**config.mk**
```make
export PLATFORM = sky130hd
export DESIGN_NAME = bip_buffer_space_manager_core
export DESIGN_NICKNAME = d
export VERILOG_FILES = /design/src/hw/rtl/bbsm_pkg.sv /design/src/hw/rtl/bbsm_calc.sv /design/src/hw/rtl/bip_buffer_space_manager_core.sv
export SDC_FILE = /design/constraint.sdc
export NUM_CORES = 1
export LEC_CHECK = 0
export BUFFER_PORTS_ARGS = -buffer_cell sky130_fd_sc_hd__buf_2
export CAP_MARGIN = 10
export CORE_AREA = 2 2 169 171
export DETAILED_ROUTE_END_ITERATION = 10
export DIE_AREA = 0 0 171 173
export PLACE_DENSITY = 0.69
export SKIP_CTS_REPAIR_TIMING = 1
export SLEW_MARGIN = 10
export SYNTH_ARGS = -nofsm -noshare
export SYNTH_HDL_FRONTEND = slang
export SYNTH_SLANG_ARGS = --single-unit
```
**constraint.sdc**
```tcl
create_clock -name i_clk -period 4.8 [get_ports i_clk]
set_input_delay 0.48 -clock i_clk [delete_from_list [all_inputs] [get_ports i_clk]]
set_output_delay 0.48 -clock i_clk [all_outputs]
set_load 0.05 [all_outputs]
```
**src/hw/rtl/bbsm_pkg.sv**
```systemverilog
// ----------------------------------------------------------------------------
// Bip buffer space manager package
// Shared widths, command codes and the state and result structures.
// ----------------------------------------------------------------------------
package bbsm_pkg;

    localparam int OFF_W            = 17;
    localparam int SPAN_OFF_W       = 16;
    localparam int CMD_W            = 3;
    localparam int MAX_BUFFER_BYTES = 65536;
    localparam int MIN_BUFFER_BYTES = 2;

    typedef logic [OFF_W-1:0] t_off;

    typedef enum logic [CMD_W-1:0] {
        CMD_REQ_READ     = 3'd0,
        CMD_COMMIT_READ  = 3'd1,
        CMD_REQ_WRITE    = 3'd2,
        CMD_COMMIT_WRITE = 3'd3,
        CMD_RESET        = 3'd4
    } t_cmd;

    typedef struct packed {
        t_off rd;
        t_off wr;
        t_off wm;
    } t_state;

    typedef struct packed {
        logic                  has_span;
        logic [SPAN_OFF_W-1:0] span_offset;
        t_off                  span_length;
    } t_result;

    localparam t_off MAX_SIZE = t_off'(MAX_BUFFER_BYTES);
    localparam t_off MIN_SIZE = t_off'(MIN_BUFFER_BYTES);

endpackage

```
**src/hw/rtl/bbsm_calc.sv**
```systemverilog
// ----------------------------------------------------------------------------
// Bip buffer command evaluation
// Computes the next offsets and the result of one command from the current
// offsets, the registered command and the effective buffer size.
// ----------------------------------------------------------------------------
module bbsm_calc (
    input  bbsm_pkg::t_state         i_state,
    input  logic [bbsm_pkg::CMD_W-1:0] i_cmd,
    input  bbsm_pkg::t_off           i_cnt,
    input  bbsm_pkg::t_off           i_size,
    output bbsm_pkg::t_state         o_state,
    output bbsm_pkg::t_result        o_result
);

    function automatic bbsm_pkg::t_off sat_add(bbsm_pkg::t_off a, bbsm_pkg::t_off b,
                                               bbsm_pkg::t_off lim);
        logic [bbsm_pkg::OFF_W:0] s;
        s = {1'b0, a} + {1'b0, b};
        return (s > {1'b0, lim}) ? lim : s[bbsm_pkg::OFF_W-1:0];
    endfunction

    function automatic bbsm_pkg::t_off sub0(bbsm_pkg::t_off a, bbsm_pkg::t_off b);
        return (a > b) ? (a - b) : '0;
    endfunction

    bbsm_pkg::t_off rd_wrapped;
    bbsm_pkg::t_off tail;
    bbsm_pkg::t_off gap;
    bbsm_pkg::t_off wr_sum;
    bbsm_pkg::t_off span_start;

    assign rd_wrapped = (i_state.wr != i_state.wm && i_state.rd == i_state.wm) ? '0
                                                                                : i_state.rd;
    assign tail   = sub0(i_size, i_state.wr);
    assign gap    = i_state.rd - i_state.wr;
    assign wr_sum = sat_add(i_state.wr, i_cnt, i_size);

    always_comb begin
        o_state    = i_state;
        o_result   = '0;
        span_start = '0;
        case (bbsm_pkg::t_cmd'(i_cmd))
            bbsm_pkg::CMD_REQ_READ: begin
                o_state.rd = rd_wrapped;
                span_start = rd_wrapped;
                if (rd_wrapped < i_state.wr) begin
                    o_result.has_span    = 1'b1;
                    o_result.span_length = i_state.wr - rd_wrapped;
                end else if (rd_wrapped > i_state.wr) begin
                    o_result.has_span    = 1'b1;
                    o_result.span_length = sub0(i_state.wm, rd_wrapped);
                end
            end
            bbsm_pkg::CMD_COMMIT_READ: begin
                o_state.rd = sat_add(i_state.rd, i_cnt, i_size);
            end
            bbsm_pkg::CMD_REQ_WRITE: begin
                if (i_state.rd <= i_state.wr) begin
                    o_state.wm = i_state.wr;
                    if (tail >= i_cnt) begin
                        o_result.has_span    = 1'b1;
                        o_result.span_length = tail;
                        span_start           = i_state.wr;
                    end else if (i_state.rd > i_cnt) begin
                        // The tail is too short, so wrap to the head region.
                        o_state.wr           = '0;
                        o_result.has_span    = 1'b1;
                        o_result.span_length = i_state.rd - 1'b1;
                    end
                end else if (gap > i_cnt) begin
                    o_result.has_span    = 1'b1;
                    o_result.span_length = gap - 1'b1;
                    span_start           = i_state.wr;
                end
            end
            bbsm_pkg::CMD_COMMIT_WRITE: begin
                o_state.wr = wr_sum;
                if (i_state.rd <= i_state.wr) begin
                    o_state.wm = wr_sum;
                end
            end
            bbsm_pkg::CMD_RESET: begin
                o_state.rd = '0;
                o_state.wr = '0;
                o_state.wm = i_size;
            end
            default: begin
            end
        endcase
        if (o_result.has_span) begin
            o_result.span_offset = span_start[bbsm_pkg::SPAN_OFF_W-1:0];
        end
    end

endmodule

```
**src/hw/rtl/bip_buffer_space_manager_core.sv**
```systemverilog
// ----------------------------------------------------------------------------
// Bip buffer space manager
// Tracks the read, write and watermark offsets of a bipartite circular buffer
// and answers read and write span requests. Every command beat gives exactly
// one result beat. A command is registered on entry; from the command register
// it is evaluated once the result register can advance, and then the offsets
// are updated and the result is registered. One command is taken every cycle
// while the result side is not stalled. The buffer size is clamped to 2..65536
// when written and should be changed only while idle.
// ----------------------------------------------------------------------------
module bip_buffer_space_manager_core (
    input  logic                            i_clk,
    input  logic                            i_rst_n,
    // configuration
    input  logic                            i_cfg_valid,
    output logic                            o_cfg_ready,
    input  logic [bbsm_pkg::OFF_W-1:0]      i_cfg_data,
    // command channel
    input  logic                            i_in_valid,
    output logic                            o_in_stall,
    input  logic [bbsm_pkg::CMD_W-1:0]      i_command,
    input  logic [bbsm_pkg::OFF_W-1:0]      i_byte_count,
    // result channel
    output logic                            o_out_valid,
    input  logic                            i_out_stall,
    output logic                            o_has_span,
    output logic [bbsm_pkg::SPAN_OFF_W-1:0] o_span_offset,
    output logic [bbsm_pkg::OFF_W-1:0]      o_span_length
);

    bbsm_pkg::t_off               r_size;
    bbsm_pkg::t_off               n_size;
    bbsm_pkg::t_state             r_st;
    bbsm_pkg::t_state             n_st;
    logic                         r_s1_vld;
    logic [bbsm_pkg::CMD_W-1:0]   r_cmd;
    bbsm_pkg::t_off               r_cnt;
    logic                         r_out_vld;
    bbsm_pkg::t_result            r_res;
    bbsm_pkg::t_result            n_res;
    logic                         out_adv;
    logic                         s1_go;
    logic                         in_acc;

    assign out_adv    = !r_out_vld || !i_out_stall;
    assign s1_go      = r_s1_vld && out_adv;
    assign o_in_stall = r_s1_vld && !out_adv;
    assign in_acc     = i_in_valid && !o_in_stall;

    assign o_cfg_ready = 1'b1;

    always_comb begin
        if (i_cfg_data > bbsm_pkg::MAX_SIZE) begin
            n_size = bbsm_pkg::MAX_SIZE;
        end else if (i_cfg_data < bbsm_pkg::MIN_SIZE) begin
            n_size = bbsm_pkg::MIN_SIZE;
        end else begin
            n_size = i_cfg_data;
        end
    end

    // Size register: holds the clamped size so the datapath never clamps.
    always_ff @(posedge i_clk) begin
        if (!i_rst_n) begin
            r_size <= bbsm_pkg::MAX_SIZE;
        end else if (i_cfg_valid && o_cfg_ready) begin
            r_size <= n_size;
        end
    end

    bbsm_calc u_calc (
        .i_state  (r_st),
        .i_cmd    (r_cmd),
        .i_cnt    (r_cnt),
        .i_size   (r_size),
        .o_state  (n_st),
        .o_result (n_res)
    );

    always_ff @(posedge i_clk) begin
        if (!i_rst_n) begin
            r_s1_vld  <= 1'b0;
            r_out_vld <= 1'b0;
            r_st      <= '0;
        end else begin
            if (in_acc) begin
                r_s1_vld <= 1'b1;
            end else if (s1_go) begin
                r_s1_vld <= 1'b0;
            end
            if (s1_go) begin
                r_out_vld <= 1'b1;
                r_st      <= n_st;
            end else if (out_adv) begin
                r_out_vld <= 1'b0;
            end
        end
    end

    always_ff @(posedge i_clk) begin
        if (in_acc) begin
            r_cmd <= i_command;
            r_cnt <= i_byte_count;
        end
        if (s1_go) begin
            r_res <= n_res;
        end
    end

    assign o_out_valid   = r_out_vld;
    assign o_has_span    = r_res.has_span;
    assign o_span_offset = r_res.span_offset;
    assign o_span_length = r_res.span_length;

    // A result without a span carries all-zero fields.
    a_no_span_zero : assert property (@(posedge i_clk) disable iff (!i_rst_n)
        o_out_valid && !o_has_span |-> o_span_offset == '0 && o_span_length == '0)
        else $error("result without span has nonzero fields");

    // A reset command empties the buffer.
    a_reset_cmd : assert property (@(posedge i_clk) disable iff (!i_rst_n)
        s1_go && r_cmd == bbsm_pkg::CMD_RESET |=> r_st.rd == '0 && r_st.wr == '0)
        else $error("reset command left offsets nonzero");

    // A read commit never moves the read offset past the buffer size.
    a_commit_read_sat : assert property (@(posedge i_clk) disable iff (!i_rst_n)
        s1_go && r_cmd == bbsm_pkg::CMD_COMMIT_READ |=> r_st.rd <= $past(r_size))
        else $error("read offset beyond buffer size after commit");

    // A full command stage with a blocked result register must stall input.
    a_stall_when_full : assert property (@(posedge i_clk) disable iff (!i_rst_n)
        r_s1_vld && r_out_vld && i_out_stall |-> o_in_stall)
        else $error("command stage overrun");

endmodule

```
==> load_flow_metrics.sql <==
INSERT INTO impl_metrics (metric_group, metric, value, unit) VALUES
('clock_network', 'htreeDepth', '4', ''),
('yosys', 'yosys_most_used_dff', 'sky130_fd_sc_hd__dfxtp_1', ''),
('finish', 'area_growth', '24.7', '%'),
('timing', 'max_slew_margin', '6.66', '%'),
('finish', 'layout_common_cells', 'sky130_fd_sc_hd__ha_1 (178), sky130_fd_sc_hd__buf_4 (161), sky130_fd_sc_hd__nor2_1 (140)', ''),
('yosys', 'avgSynthCellArea', '8.22', 'µm²'),
('yosys', 'sequential_share_of_the_synthesized_area', '22.1', '%'),
('die', 'die_y', '173', 'µm'),
('global_routing', 'grt-busiest-layer', 'met2', ''),
('timing', 'period_minus_slack', '4.83', 'ns'),
('global_routing', 'grt_first_pass_wirelength', '80000', 'µm'),
('die', 'die_width', '171', 'µm'),
('critical_path', 'endpoint_class_of_the_critical_path', 'register', ''),
('yosys', 'synth.distinct_cells', '94', ''),
('yosys', 'ys_top_cells_by_area', 'sky130_fd_sc_hd__ha_1 (17%), sky130_fd_sc_hd__edfxtp_1 (12%), sky130_fd_sc_hd__dfxtp_1 (10%)', ''),
('global_routing', 'globalRoute.totalOverflow', '0', ''),
('global_routing', 'global_route.usage.met2', '55.0', '%'),
('critical_path', 'largest_fanout_on_the_critical_path', '7', ''),
('critical_path', 'criticalPathCategory', 'reg -> reg', ''),
('global_routing', 'global_route.usage.met3', '8.01', '%'),
('global_routing', 'total_routing_usage_reported_by_global_routing', '36.0', '%'),
('clock_network', 'cts_tree', 'built', ''),
('hold_path', 'hold_path_startpoint', 'i_byte_count[16]', ''),
('die', 'core', '27600', 'µm²'),
('timing', 'hold_violations', '0', ''),
('die', 'placement_rows', '61', ''),
('critical_path', 'critPathArrivalTime', '5.14', 'ns'),
('finish', 'num_antenna_cells', '0', ''),
('die', 'io-pin-count', '79', ''),
('timing', 'max_slew.worst_pin.slew', '1.40', 'ns'),
('placed_design', 'place.gp.congestion', '1.01', ''),
('drt', 'detail-route-antenna-nets', '0', ''),
('yosys', 'ys_seq_elements', '124', ''),
('finish', 'drive_gt1_share', '23.6', '%'),
('die', 'dieArea', '29600', 'µm²'),
('yosys', 'yosysWarningCount', '0', ''),
('outcome', 'status', 'finished, violations left', ''),
('critical_path', 'critical_path.startpoint_type', 'register', ''),
('drt', 'per_cell_routed_wire_length', '24.4', 'µm'),
('yosys', 'post_synth_inst_count', '1665', ''),
('global_routing', 'antenna_violations_before_repair', '1', ''),
('clock_network', 'worst_setup_hold_path_clk_slew', '0.07', 'ns'),
('drt', 'drc_errors', '0', ''),
('timing', 'fin_crit_sh', '101', '%'),
('timing', 'fin_worst_skew', '0.0122', 'ns'),
('drt', 'first_pass_iteration_count_of_the_detailed_router', '6', ''),
('pwr', 'leakage_power_total', '0.00742', 'µW'),
('finish', 'layout.cells.most_common', 'sky130_fd_sc_hd__ha_1', ''),
('yosys', 'yosys.area.top_type', 'sky130_fd_sc_hd__ha_1', ''),
('critical_path', 'rr_startpoint', 'r_cnt[0]$_DFFE_PP_', ''),
('yosys', 'synth_edf_count', '54', ''),
('finish', 'fillerInstances', '2418', ''),
('global_routing', 'first_global_vias', '13500', ''),
('drt', 'routed-via-count', '14600', ''),
('yosys', 'synth_async_sr_flop_share', '0', '%'),
('clock_network', 'clock_path_buffers', '2', ''),
('clock_network', 'clock_latency', '0.45', 'ns'),
('drt', 'routed_via_density', '6.42', ''),
('clock_network', 'cts_made_buffers', '17', ''),
('global_routing', 'grt_max_degree', '36', ''),
('drt', 'drtIter0Drc', '1551', ''),
('clock_network', 'root_buffer', 'sky130_fd_sc_hd__clkbuf_16', ''),
('timing', 'rsz0062_at_grt', 'yes', ''),
('outcome', 'violated_checks', 'negative setup slack', ''),
('pwr', 'pwr_density_cell', '263', 'nW/µm²'),
('timing', 'max_freq', '0.207', 'GHz'),
('placed_design', 'dp_hpwl', '44100', 'µm'),
('timing', 'setup-violations-final', '13', ''),
('die', 'initial_utilization', '49.5', '%'),
('run', 'drv_cap', '0', ''),
('timing', 'setup_slack', '-0.0264', 'ns');
-- path summary, 6_finish.rpt --
path | to | depth (start not counted) | slack, ns
worst max-delay path | r_st[29]$_SDFFE_PN0P_ | 18 | -0.03
worst min-delay path | r_cnt[16]$_DFFE_PP_ | 1 | 0.21
worst max register to register | r_st[29]$_SDFFE_PN0P_ | 18 | -0.03
worst min register to register | o_out_valid$_SDFFE_PN0P_ | 2 | 0.51
-- metrics by stage --
stage                     hold WS (ns)  cells  worst slack (ns)  setup TNS (ns)  area, µm²
after floorplan                  0.451   1665            0.0596               0      13700
after global placement           0.474   2208            -0.178           -5.49      15500
after detailed placement         0.495   2208            -0.172           -5.30      15500
after CTS                        0.204   2240            -0.221           -7.25      16000
after global routing             0.211   2270            -0.202           -6.17      17100
final                            0.207   2270           -0.0264          -0.241      17100
-- layout make-up --
class	instances	area, µm²	share of cell area, %
multi-input cells	1371	10600	62.1
well taps	378	473	2.77
clock buffers	20	437	2.56
repair buffers	260	1980	11.6
clock inverters	12	145	0.850
flip-flops and latches	124	3040	17.8
inverters	105	394	2.31
-- synthesized netlist by cell type (6+ instances only) --
cell type and instances:
sky130_fd_sc_hd__edfxtp_1 54, sky130_fd_sc_hd__nor4_1 12, sky130_fd_sc_hd__a31oi_1 19, sky130_fd_sc_hd__nor2b_1 17, sky130_fd_sc_hd__o31ai_1 7, sky130_fd_sc_hd__o22ai_1 13, sky130_fd_sc_hd__fa_1 6, sky130_fd_sc_hd__mux2i_1 9
sky130_fd_sc_hd__or3_1 8, sky130_fd_sc_hd__nand2b_1 19, sky130_fd_sc_hd__xor2_1 36, sky130_fd_sc_hd__o21bai_1 20, sky130_fd_sc_hd__ha_1 189, sky130_fd_sc_hd__xnor2_1 100, sky130_fd_sc_hd__dfxtp_1 70, sky130_fd_sc_hd__and2_1 12
sky130_fd_sc_hd__a211o_1 8, sky130_fd_sc_hd__o311ai_1 9, sky130_fd_sc_hd__and4_1 6, sky130_fd_sc_hd__nand2_1 122, sky130_fd_sc_hd__o21a_1 24, sky130_fd_sc_hd__a221oi_1 21, sky130_fd_sc_hd__clkbuf_1 47, sky130_fd_sc_hd__nand3_1 37
sky130_fd_sc_hd__nor3_1 50, sky130_fd_sc_hd__o21ai_0 56, sky130_fd_sc_hd__a2111oi_0 8, sky130_fd_sc_hd__a21oi_1 111, sky130_fd_sc_hd__buf_2 9, sky130_fd_sc_hd__inv_1 101, sky130_fd_sc_hd__o21ai_1 19, sky130_fd_sc_hd__o211ai_1 15
sky130_fd_sc_hd__a22oi_1 53, sky130_fd_sc_hd__a21o_1 49, sky130_fd_sc_hd__nand4_1 30, sky130_fd_sc_hd__and3_1 21, sky130_fd_sc_hd__a211oi_1 17, sky130_fd_sc_hd__nor2_1 153
-- layer usage --
metal  up-vias  wire, µm
met1      6869     21300
met3       219      5670
met4         0      4140
li1       6643         -
met2       850     24300
met5         -         0
-- worst max-delay path, stage by stage, from the launching register on --
cell	delay, ns
sky130_fd_sc_hd__edfxtp_1	0.40
sky130_fd_sc_hd__ha_2	0.22
sky130_fd_sc_hd__fa_2	0.36
sky130_fd_sc_hd__a21o_1	0.20
sky130_fd_sc_hd__a21oi_2	0.19
sky130_fd_sc_hd__o21a_1	0.21
sky130_fd_sc_hd__o211ai_1	0.18
sky130_fd_sc_hd__and3_1	0.24
sky130_fd_sc_hd__or3_4	0.35
sky130_fd_sc_hd__ha_4	0.28
sky130_fd_sc_hd__nand4_1	0.09
sky130_fd_sc_hd__or2_1	0.26
sky130_fd_sc_hd__or4_4	0.51
sky130_fd_sc_hd__a221oi_4	0.31
sky130_fd_sc_hd__and3_4	0.27
sky130_fd_sc_hd__buf_8	0.14
sky130_fd_sc_hd__mux2_4	0.30
sky130_fd_sc_hd__a22oi_2	0.13
sky130_fd_sc_hd__nor2_1	0.06
-- power by group --
part | total (µW) | switching [µW] | internal [µW]
logic | 1920 | 1090 | 832
registers | 1210 | 62.1 | 1150
clock network | 1360 | 547 | 813
total | 4490 | 1700 | 2790
-- state kept, by name (all words and copies together), names as in the netlist --
register       flops
o_has_span         1
o_out_valid        1
o_span_length     17
o_span_offset     16
r_cmd              3
r_cnt             17
r_s1_vld           1
r_size            17
r_st              51
-- kinds of logic after synthesis --
logic type | share of synthesized area (%)
other cells | 0.0274
flops | 22.1
fa+ha+maj | 18.2
compound gates | 26.3
mux | 1.15
simple gates | 18.6
buf+inv | 5.02
xor+xnor | 8.70
Power figures use the tool's default switching activity.
